**src/rtl/tpp_pkg.sv**
```systemverilog
// Shared types and constants of the touch point predictor.
// Used by every module of the block; depends on nothing else.
`default_nettype none

package tpp_pkg;

    // Fraction bits of all time values.
    localparam int FRAC_BITS = 20;

    localparam int COORD_W = 16;
    localparam int TIME_W  = 48;
    localparam int DT_W    = TIME_W + 1;
    // Look-ahead time t = dt + extra; |dt| is bounded by the pause threshold.
    localparam int T_W     = 27;
    localparam int DIFF_W  = COORD_W + 1;
    localparam int MUL_W   = 28;
    localparam int PROD_W  = 2 * MUL_W;
    localparam int N_W     = PROD_W + 1;

    localparam int THR_W   = 25;
    localparam int RATE_W  = 10;
    localparam int EXTRA_W = 21;
    localparam int CFG_W   = THR_W;
    localparam int CFG_IDX_W = 2;

    localparam logic [THR_W-1:0]   THR_RESET   = THR_W'(104858);
    localparam logic [RATE_W-1:0]  RATE_RESET  = RATE_W'(60);
    localparam logic [EXTRA_W-1:0] EXTRA_RESET = EXTRA_W'(20972);

    // Register indexes on the configuration channel.
    localparam logic [CFG_IDX_W-1:0] CFG_PAUSE = 2'd0;
    localparam logic [CFG_IDX_W-1:0] CFG_RATE  = 2'd1;
    localparam logic [CFG_IDX_W-1:0] CFG_EXTRA = 2'd2;

    // Request kinds carried in tuser.
    localparam logic REQ_PREDICT = 1'b0;
    localparam logic REQ_CLEAR   = 1'b1;

    // Stored velocity sign codes.
    localparam logic [1:0] SIGN_NONE = 2'd0;
    localparam logic [1:0] SIGN_POS  = 2'd1;
    localparam logic [1:0] SIGN_NEG  = 2'd3;

    // One half in the fixed-point scale of the accumulator.
    localparam logic [N_W:0] ROUND_HALF = (N_W + 1)'(1) << (FRAC_BITS - 1);
    localparam logic [N_W:0] SAT_MAG    = (N_W + 1)'(32768);
    localparam logic signed [COORD_W-1:0] COORD_MAX = 16'sh7FFF;

    // What the rounding stage needs to know about one axis.
    typedef struct packed {
        logic signed [COORD_W-1:0] last_p;
        logic [1:0]                last_sign;
        logic                      v_neg;
        logic                      v_zero;
    } axis_ctl_t;

endpackage

`default_nettype wire

```
**src/rtl/touch_point_predictor.sv**
```systemverilog
// Touch point predictor top level: handshakes, sequencer and state registers.
// Depends on tpp_pkg, tpp_mul and tpp_round.
//
// The block takes one request on the s_ channel and returns at most one
// predicted point on the m_ channel. A request with tuser set to clear wipes
// the stored point and velocity signs and gives no result; the block stays
// ready for the next request. A predict request first forms the time gap and
// checks it against the pause threshold. When the gap is too large the
// stored point is repeated with held set, and the sequencer goes from the
// check state straight to the done state. Otherwise one shared multiplier
// computes both velocities and both extrapolated offsets in four passes, one
// rounding unit finishes the axes one after the other, and the result goes
// to the output register from the done state. s_tready is high only while
// the sequencer is idle, so a new request waits until the last predict is
// through its four multiplier passes, two rounding passes and the done state.
// A finished result waits in the output register while m_tready is low; the
// block accepts the next request meanwhile but holds the next result until
// the register is free. Reset restores the register defaults and clears the
// stored point and signs. Configuration writes are always accepted.
`default_nettype none

module touch_point_predictor
    import tpp_pkg::*;
(
    input  wire logic                  clk,
    input  wire logic                  rst_n,

    input  wire logic                  s_tvalid,
    output logic                       s_tready,
    // newest_x, newest_y, prior_x, prior_y, newest_time, now_time
    input  wire logic [159:0]          s_tdata,
    // req_type
    input  wire logic [0:0]            s_tuser,

    output logic                       m_tvalid,
    input  wire logic                  m_tready,
    // out_x, out_y
    output logic [31:0]                m_tdata,
    // held
    output logic [0:0]                 m_tuser,

    input  wire logic                  cfg_valid,
    output logic                       cfg_ready,
    input  wire logic [CFG_IDX_W-1:0]  cfg_index,
    input  wire logic [CFG_W-1:0]      cfg_data
);

    localparam logic [3:0] S_IDLE = 4'd0;
    localparam logic [3:0] S_CHK  = 4'd1;
    localparam logic [3:0] S_MVX  = 4'd2;
    localparam logic [3:0] S_MVY  = 4'd3;
    localparam logic [3:0] S_MTX  = 4'd4;
    localparam logic [3:0] S_MTY  = 4'd5;
    localparam logic [3:0] S_RX   = 4'd6;
    localparam logic [3:0] S_RY   = 4'd7;
    localparam logic [3:0] S_DONE = 4'd8;

    logic [3:0] state_reg;
    logic [3:0] state_next;

    logic [THR_W-1:0]   thr_reg;
    logic [RATE_W-1:0]  rate_reg;
    logic [EXTRA_W-1:0] extra_reg;

    logic signed [COORD_W-1:0] x1_reg, y1_reg, x2_reg, y2_reg;
    logic signed [DT_W-1:0]    dt_reg;
    logic signed [T_W-1:0]     t_reg;
    logic                      held_reg;
    logic signed [MUL_W-1:0]   vx_reg, vy_reg;
    logic signed [N_W-1:0]     n_reg;
    logic signed [COORD_W-1:0] px_reg, py_reg;

    logic signed [COORD_W-1:0] last_px_reg, last_py_reg;
    logic [1:0]                last_vx_sign_reg, last_vy_sign_reg;

    logic signed [COORD_W-1:0] out_x_reg, out_y_reg;
    logic                      out_held_reg;
    logic                      out_valid_reg;

    logic                      in_acc;
    logic                      out_load;
    logic [DT_W-1:0]           dt_in;
    logic [DT_W-1:0]           adt;
    logic                      held_now;
    logic signed [T_W-1:0]     t_next;
    logic signed [DIFF_W-1:0]  dx, dy;
    logic                      mul_en;
    logic signed [MUL_W-1:0]   mul_a, mul_b;
    logic signed [PROD_W-1:0]  prod;
    logic signed [N_W-1:0]     n_next;
    axis_ctl_t                 rnd_ctl;
    logic signed [COORD_W-1:0] rnd_p;
    logic signed [COORD_W-1:0] fin_x, fin_y;
    logic [1:0]                code_x, code_y;

    assign s_tready  = (state_reg == S_IDLE);
    assign cfg_ready = 1'b1;
    assign in_acc    = s_tvalid && s_tready;
    assign out_load  = (state_reg == S_DONE) && (!out_valid_reg || m_tready);

    assign dt_in    = {1'b0, s_tdata[159:112]} - {1'b0, s_tdata[111:64]};
    assign adt      = dt_reg[DT_W-1] ? DT_W'(-dt_reg) : DT_W'(dt_reg);
    assign held_now = adt > DT_W'(thr_reg);
    // Only used when the gap is within the threshold, where it fits T_W bits.
    assign t_next   = dt_reg[T_W-1:0] + T_W'(extra_reg);

    assign dx = DIFF_W'(x1_reg) - DIFF_W'(x2_reg);
    assign dy = DIFF_W'(y1_reg) - DIFF_W'(y2_reg);

    always_comb
    begin
        mul_en = 1'b1;
        mul_a  = MUL_W'(dx);
        mul_b  = MUL_W'(rate_reg);
        unique case (state_reg)
            S_MVX:
            begin
                mul_a = MUL_W'(dx);
                mul_b = MUL_W'(rate_reg);
            end
            S_MVY:
            begin
                mul_a = MUL_W'(dy);
                mul_b = MUL_W'(rate_reg);
            end
            S_MTX:
            begin
                mul_a = MUL_W'(t_reg);
                mul_b = vx_reg;
            end
            S_MTY:
            begin
                mul_a = MUL_W'(t_reg);
                mul_b = vy_reg;
            end
            default:
            begin
                mul_en = 1'b0;
            end
        endcase
    end

    tpp_mul u_mul (
        .clk  (clk),
        .en   (mul_en),
        .a    (mul_a),
        .b    (mul_b),
        .prod (prod)
    );

    // In S_MTY the product is the x offset, in S_RX the y offset.
    assign n_next = ((state_reg == S_MTY) ? (N_W'(x1_reg) <<< FRAC_BITS)
                                          : (N_W'(y1_reg) <<< FRAC_BITS))
                  + N_W'(prod);

    always_comb
    begin
        if (state_reg == S_RY)
        begin
            rnd_ctl.last_p    = last_py_reg;
            rnd_ctl.last_sign = last_vy_sign_reg;
            rnd_ctl.v_neg     = vy_reg[MUL_W-1];
            rnd_ctl.v_zero    = (vy_reg == '0);
        end
        else
        begin
            rnd_ctl.last_p    = last_px_reg;
            rnd_ctl.last_sign = last_vx_sign_reg;
            rnd_ctl.v_neg     = vx_reg[MUL_W-1];
            rnd_ctl.v_zero    = (vx_reg == '0);
        end
    end

    tpp_round u_round (
        .n   (n_reg),
        .ctl (rnd_ctl),
        .p   (rnd_p)
    );

    assign fin_x  = held_reg ? last_px_reg : px_reg;
    assign fin_y  = held_reg ? last_py_reg : py_reg;
    assign code_x = (held_reg || vx_reg == '0) ? SIGN_NONE
                  : (vx_reg[MUL_W-1] ? SIGN_NEG : SIGN_POS);
    assign code_y = (held_reg || vy_reg == '0) ? SIGN_NONE
                  : (vy_reg[MUL_W-1] ? SIGN_NEG : SIGN_POS);

    always_comb
    begin
        state_next = state_reg;
        unique case (state_reg)
            S_IDLE:
            begin
                if (in_acc && (s_tuser[0] == REQ_PREDICT))
                begin
                    state_next = S_CHK;
                end
            end
            S_CHK:  state_next = held_now ? S_DONE : S_MVX;
            S_MVX:  state_next = S_MVY;
            S_MVY:  state_next = S_MTX;
            S_MTX:  state_next = S_MTY;
            S_MTY:  state_next = S_RX;
            S_RX:   state_next = S_RY;
            S_RY:   state_next = S_DONE;
            S_DONE:
            begin
                if (out_load)
                begin
                    state_next = S_IDLE;
                end
            end
            default: state_next = S_IDLE;
        endcase
    end

    // Control state, configuration and the stored point.
    always_ff @(posedge clk or negedge rst_n)
    begin
        if (!rst_n)
        begin
            state_reg        <= S_IDLE;
            thr_reg          <= THR_RESET;
            rate_reg         <= RATE_RESET;
            extra_reg        <= EXTRA_RESET;
            last_px_reg      <= '0;
            last_py_reg      <= '0;
            last_vx_sign_reg <= SIGN_NONE;
            last_vy_sign_reg <= SIGN_NONE;
            out_valid_reg    <= 1'b0;
        end
        else
        begin
            state_reg <= state_next;

            if (cfg_valid && cfg_ready)
            begin
                unique case (cfg_index)
                    CFG_PAUSE: thr_reg   <= cfg_data[THR_W-1:0];
                    CFG_RATE:  rate_reg  <= cfg_data[RATE_W-1:0];
                    CFG_EXTRA: extra_reg <= cfg_data[EXTRA_W-1:0];
                    default:   ;
                endcase
            end

            if (in_acc)
            begin
                if (s_tuser[0] == REQ_CLEAR)
                begin
                    last_px_reg      <= '0;
                    last_py_reg      <= '0;
                    last_vx_sign_reg <= SIGN_NONE;
                    last_vy_sign_reg <= SIGN_NONE;
                end
                else if (last_px_reg == '0 && last_py_reg == '0)
                begin
                    // An unset stored point takes the newest sample.
                    last_px_reg <= s_tdata[15:0];
                    last_py_reg <= s_tdata[31:16];
                end
            end
            else if (out_load)
            begin
                last_px_reg      <= fin_x;
                last_py_reg      <= fin_y;
                last_vx_sign_reg <= code_x;
                last_vy_sign_reg <= code_y;
            end

            if (out_load)
            begin
                out_valid_reg <= 1'b1;
            end
            else if (m_tready)
            begin
                out_valid_reg <= 1'b0;
            end
        end
    end

    // Working registers of the current request.
    always_ff @(posedge clk)
    begin
        if (in_acc)
        begin
            x1_reg <= s_tdata[15:0];
            y1_reg <= s_tdata[31:16];
            x2_reg <= s_tdata[47:32];
            y2_reg <= s_tdata[63:48];
            dt_reg <= dt_in;
        end
        if (state_reg == S_CHK)
        begin
            held_reg <= held_now;
            t_reg    <= t_next;
            vx_reg   <= '0;
            vy_reg   <= '0;
        end
        if (state_reg == S_MVY)
        begin
            vx_reg <= prod[MUL_W-1:0];
        end
        if (state_reg == S_MTX)
        begin
            vy_reg <= prod[MUL_W-1:0];
        end
        if (state_reg == S_MTY || state_reg == S_RX)
        begin
            n_reg <= n_next;
        end
        if (state_reg == S_RX)
        begin
            px_reg <= rnd_p;
        end
        if (state_reg == S_RY)
        begin
            py_reg <= rnd_p;
        end
        if (out_load)
        begin
            out_x_reg    <= fin_x;
            out_y_reg    <= fin_y;
            out_held_reg <= held_reg;
        end
    end

    assign m_tvalid   = out_valid_reg;
    assign m_tdata    = {out_y_reg, out_x_reg};
    assign m_tuser[0] = out_held_reg;

    a_clear_wipes_state: assert property (@(posedge clk) disable iff (!rst_n)
        (in_acc && s_tuser[0] == REQ_CLEAR) |=>
            (last_px_reg == '0 && last_py_reg == '0
             && last_vx_sign_reg == SIGN_NONE && last_vy_sign_reg == SIGN_NONE))
        else $error("clear request left stored state behind");

    a_held_clears_signs: assert property (@(posedge clk) disable iff (!rst_n)
        out_load |=> (!m_tuser[0]
                      || (last_vx_sign_reg == SIGN_NONE && last_vy_sign_reg == SIGN_NONE)))
        else $error("held result kept a velocity sign");

    a_result_is_stored: assert property (@(posedge clk) disable iff (!rst_n)
        out_load |=> (m_tvalid && m_tdata == {last_py_reg, last_px_reg}))
        else $error("delivered point differs from stored point");

    a_sign_code_valid: assert property (@(posedge clk) disable iff (!rst_n)
        (last_vx_sign_reg == SIGN_NONE || last_vx_sign_reg == SIGN_POS
         || last_vx_sign_reg == SIGN_NEG)
        && (last_vy_sign_reg == SIGN_NONE || last_vy_sign_reg == SIGN_POS
         || last_vy_sign_reg == SIGN_NEG))
        else $error("unused velocity sign code stored");

endmodule

`default_nettype wire

```
**src/rtl/tpp_mul.sv**
```systemverilog
// Shared signed multiplier with a registered product.
// Depends on tpp_pkg for operand and product widths.
`default_nettype none

module tpp_mul
    import tpp_pkg::*;
(
    input  wire logic                     clk,
    input  wire logic                     en,
    input  wire logic signed [MUL_W-1:0]  a,
    input  wire logic signed [MUL_W-1:0]  b,
    output logic signed [PROD_W-1:0]      prod
);

    logic signed [PROD_W-1:0] prod_reg;
    logic signed [PROD_W-1:0] prod_next;

    assign prod_next = PROD_W'(a) * PROD_W'(b);

    always_ff @(posedge clk)
    begin
        if (en)
        begin
            prod_reg <= prod_next;
        end
    end

    assign prod = prod_reg;

endmodule

`default_nettype wire

```
**src/rtl/tpp_round.sv**
```systemverilog
// Rounding, saturation and direction hold for one axis of the prediction.
// Depends on tpp_pkg for widths, sign codes and the axis control struct.
`default_nettype none

module tpp_round
    import tpp_pkg::*;
(
    input  wire logic signed [N_W-1:0]     n,
    input  wire axis_ctl_t                 ctl,
    output logic signed [COORD_W-1:0]      p
);

    logic                      neg;
    logic [N_W-1:0]            mag;
    logic [N_W:0]              sum;
    logic [N_W:0]              q_full;
    logic [COORD_W:0]          qs;
    logic [COORD_W:0]          qs_neg;
    logic signed [COORD_W-1:0] p_sat;
    logic                      opposite;
    logic                      keep;

    assign neg    = n[N_W-1];
    assign mag    = neg ? N_W'(-n) : N_W'(n);
    // Adding one half to the magnitude rounds half away from zero.
    assign sum    = {1'b0, mag} + ROUND_HALF;
    assign q_full = sum >> FRAC_BITS;
    assign qs     = (q_full > SAT_MAG) ? SAT_MAG[COORD_W:0] : q_full[COORD_W:0];
    assign qs_neg = (COORD_W + 1)'(0) - qs;

    always_comb
    begin
        if (neg)
        begin
            p_sat = qs_neg[COORD_W-1:0];
        end
        else if (qs > (COORD_W + 1)'(COORD_MAX))
        begin
            p_sat = COORD_MAX;
        end
        else
        begin
            p_sat = qs[COORD_W-1:0];
        end
    end

    // The point may only step back when the motion reversed its direction.
    assign opposite = ((ctl.last_sign == SIGN_POS) && ctl.v_neg)
                   || ((ctl.last_sign == SIGN_NEG) && !ctl.v_neg && !ctl.v_zero);
    assign keep = !opposite
               && (ctl.v_zero
                   || (ctl.v_neg && (p_sat > ctl.last_p))
                   || (!ctl.v_neg && (p_sat < ctl.last_p)));

    assign p = keep ? ctl.last_p : p_sat;

endmodule

`default_nettype wire
```
**config.mk**
```make
export PLATFORM = sky130hd
export DESIGN_NAME = touch_point_predictor
export DESIGN_NICKNAME = d
export VERILOG_FILES = /design/src/rtl/tpp_pkg.sv /design/src/rtl/touch_point_predictor.sv /design/src/rtl/tpp_mul.sv /design/src/rtl/tpp_round.sv
export SDC_FILE = /design/constraint.sdc
export NUM_CORES = 2
export LEC_CHECK = 0
export BUFFER_PORTS_ARGS = -buffer_cell sky130_fd_sc_hd__buf_2
export CELL_PAD_IN_SITES_DETAIL_PLACEMENT = 0
export CELL_PAD_IN_SITES_GLOBAL_PLACEMENT = 1
export CORE_UTILIZATION = 51
export CTS_CLUSTER_SIZE = 10
export DETAILED_ROUTE_END_ITERATION = 8
export GPL_ROUTABILITY_DRIVEN = 0
export PLACE_DENSITY_LB_ADDON = 0.05
export REMOVE_ABC_BUFFERS = 1
export SLEW_MARGIN = 10
export SYNTH_ARGS = -nofsm -noshare
export SYNTH_HDL_FRONTEND = slang
export SYNTH_SLANG_ARGS = --single-unit
export TNS_END_PERCENT = 10
```
**constraint.sdc**
```tcl
create_clock -name clk -period 15.3 [get_ports clk]
set_input_delay 3.06 -clock clk [delete_from_list [all_inputs] [get_ports clk]]
set_output_delay 3.06 -clock clk [all_outputs]
set_load 0.02 [all_outputs]
```
==> results_dict.tcl <==
set metrics [dict create \
    status "finished, final reports clean" \
    stdcell_count 7616 \
    hold_end "n_reg[0]$_DFFE_PN_" \
    rsz0062_at_grt "no" \
    post-place-cells 7512 \
    clk_path_buf_depth 3 \
    synth.largest_area_cell "fa_1" \
    cts_root_buf "clkbuf_16" \
    slew_headroom_pct 23.6 \
    track_usage_pct 31.1 \
    pre_cts_ws_ns 2.64 \
    ys_types 99 \
    largest_reg_flops 57 \
    overflow 0 \
    cts_setup_buffers 0 \
    post-dp-hpwl_um 136000 \
    netlist_instances 5926 \
    die_w_um 337 \
    cpPeakStageDelay_ns 0.81 \
    die_y_um 337 \
    rows 122 \
    io_pins 229 \
    synth-seq-cells 472 \
    cts_tree "yes" \
    portBuffers 227 \
    ff2ff_setup_slack_ns 2.32 \
    path_common_cell "fa_1" \
    most-common-layout-cells "inv_1, fa_1, nand2_1" \
    crit_required_ns 15.67 \
    routedWlPerCell_um 22.6 \
    slowest_stage "o41ai_1" \
    vias 43200 \
    grt_pass1_wl_um 265000 \
    yosys-top-cells-area "fa_1, edfxtp_1, ha_1" \
    startpoint "x1_reg[0]$_DFFE_PP_" \
    cts_max_level 2 \
    min_path_type "reg2reg" \
    initial_core_util_pct 51.6 \
    hold_path_depth 0 \
    yosys_most_used_dff "edfxtp_1" \
    fin_worst_skew_ns 0.0600 \
    avgSynthCellArea_sq_um 9.66 \
    end_kind "flip-flop" \
    drtIter0Drc 3577 \
    mostFrequentLayoutCell "inv_1" \
    drc 0 \
    reg2reg_depth 42 \
    hold_viol 0 \
    setup_viol 0 \
    synth_edf_count 375 \
    reg2reg_from "x1_reg[0]$_DFFE_PP_" \
    syn_area_sq_um 57200 \
    async_flop_share_pct 20.6 \
    drive_gt1_share_pct 9.99 \
    slew_violations 0 \
    nets 7450 \
    worstMarginPinSlew_ns 1.14 \
    post-route-util_pct 55.9 \
    clk_latency_ns 0.66 \
    via_per_inst 5.67 \
    yosysWarnings 0 \
    die_area_sq_um 114000 \
    crit_fanout 23 \
    grt_max_degree 63 \
    ant_nets 0 \
    dr.pass1.iters 5 \
    cts_buffers 55 \
    grt_pass1_vias 43400 \
    worstPathArrival_ns 13.35 \
    finalCritPeriodShare_pct 84.8 \
    setup_slack_ns 2.32 \
    cts_resized 0 \
    cts.sinks 472 \
    wl_um 172000 \
    fin_tns_setup_ns 0 \
    area_growth_syn_to_layout_pct 8.50 \
    start_kind "flip-flop" \
    worstSetupPathType "reg2reg" \
    hold_start "u_mul.prod[0]$_DFFE_PP_" \
    yosysSeqAreaShare_pct 24.0 \
    drv_cap 0 \
    cts_hold_buf 0 \
    yosysTopAreaCellShare_pct 28.3 \
    clk_pin_slew_ns 0.06 \
    min_period_ns 12.98 \
    grt_antenna_before_repair 8 \
    coreArea_sq_um 111000 \
    fmax_mhz 77.0 \
    r2r_end "u_mul.prod[54]$_DFFE_PP_" \
]
## Yosys cell counts (16+ instances only)
cell type / number
xnor2_1: 173
o21a_1: 45
a21o_1: 98
ha_1: 367
mux2_2: 86
nand2b_1: 42
mux2i_1: 101
clkbuf_1: 195
nand4_1: 44
xor2_1: 58
nand2_1: 653
o21ai_0: 156
o21bai_1: 23
nor4_1: 40
nor2b_1: 73
dfstp_2: 21
o31ai_1: 33
fa_1: 809
o41ai_1: 16
inv_1: 1074
or3_1: 45
dfrtp_1: 76
a21oi_1: 213
a211oi_1: 31
and2_1: 136
edfxtp_1: 375
nand3_1: 72
buf_1: 16
and3_1: 64
a221oi_1: 20
nor2_1: 382
or2_2: 28
a31oi_1: 30
nor3_1: 92
## how the worst max path moves through the flow
stage,to,slack (ns)
CTS,u_mul.prod[54]$_DFFE_PP_,2.48
detailed placement,u_mul.prod[54]$_DFFE_PP_,2.64
floorplan,u_mul.prod[54]$_DFFE_PP_,1.81
global route,u_mul.prod[54]$_DFFE_PP_,1.77
global placement,u_mul.prod[54]$_DFFE_PP_,2.92
finish,u_mul.prod[54]$_DFFE_PP_,2.32
## area by class of cell
cell class / count / area [sq um]
Tap cell: 1488 / 1860
Fill cell: 10100 / 48900
Inverter: 1075 / 4040
Sequential cell: 472 / 13700
Clock inverter: 8 / 165
Timing Repair Buffer: 323 / 1860
Antenna cell: 1 / 2.50
Multi-Input combinational cell: 4154 / 38900
Clock buffer: 95 / 1560
## routing by layer
layer | routed length (um) | track usage [%] | part of all wire [%]
met1 | 73000 | 42.9 | 42
met2 | 80100 | 50.2 | 47
met3 | 11800 | 4.25 | 6.9
met4 | 7080 | 11.3 | 4.1
met5 | 33 | 0 | 0.019
## through the flow
step                      cell area (sq um)  hold WS, ns
after floorplan                       56300        0.433
after global placement                60400        0.454
after detailed placement              60400        0.468
after CTS                             62100        0.483
after global routing                  62100        0.504
final                                 62100        0.487
## cells by family (layout without fill, tap and decap cells)
| group | after synthesis | in the layout | share of synthesized area (%) |
|---|---|---|---|
| other | 1 | 2 | 0.00655 |
| multiplexers | 190 | 190 | 3.54 |
| adder cells (fa/ha/maj) | 1176 | 1176 | 36.3 |
| AND/OR/NAND/NOR | 1736 | 1736 | 14.4 |
| AO/OA/AOI/OAI | 820 | 820 | 9.58 |
| buffers and inverters | 1300 | 1501 | 8.61 |
| flip-flops | 472 | 472 | 24.0 |
| XOR/XNOR | 231 | 231 | 3.54 |
## worst max-delay path, delay by kind of cell (launching register included)
kind / cells / cell delay, ns
adder cells (fa/ha/maj): 11 / 4.59
buffers and inverters: 6 / 0.98
AO/OA/AOI/OAI: 18 / 5.80
flip-flops: 1 / 0.40
AND/OR/NAND/NOR: 6 / 0.75
XOR/XNOR: 1 / 0.13
Power is left out: the tool's default activity adds up to more than one toggle a clock period on the data nets, which glitch-free logic cannot reach.
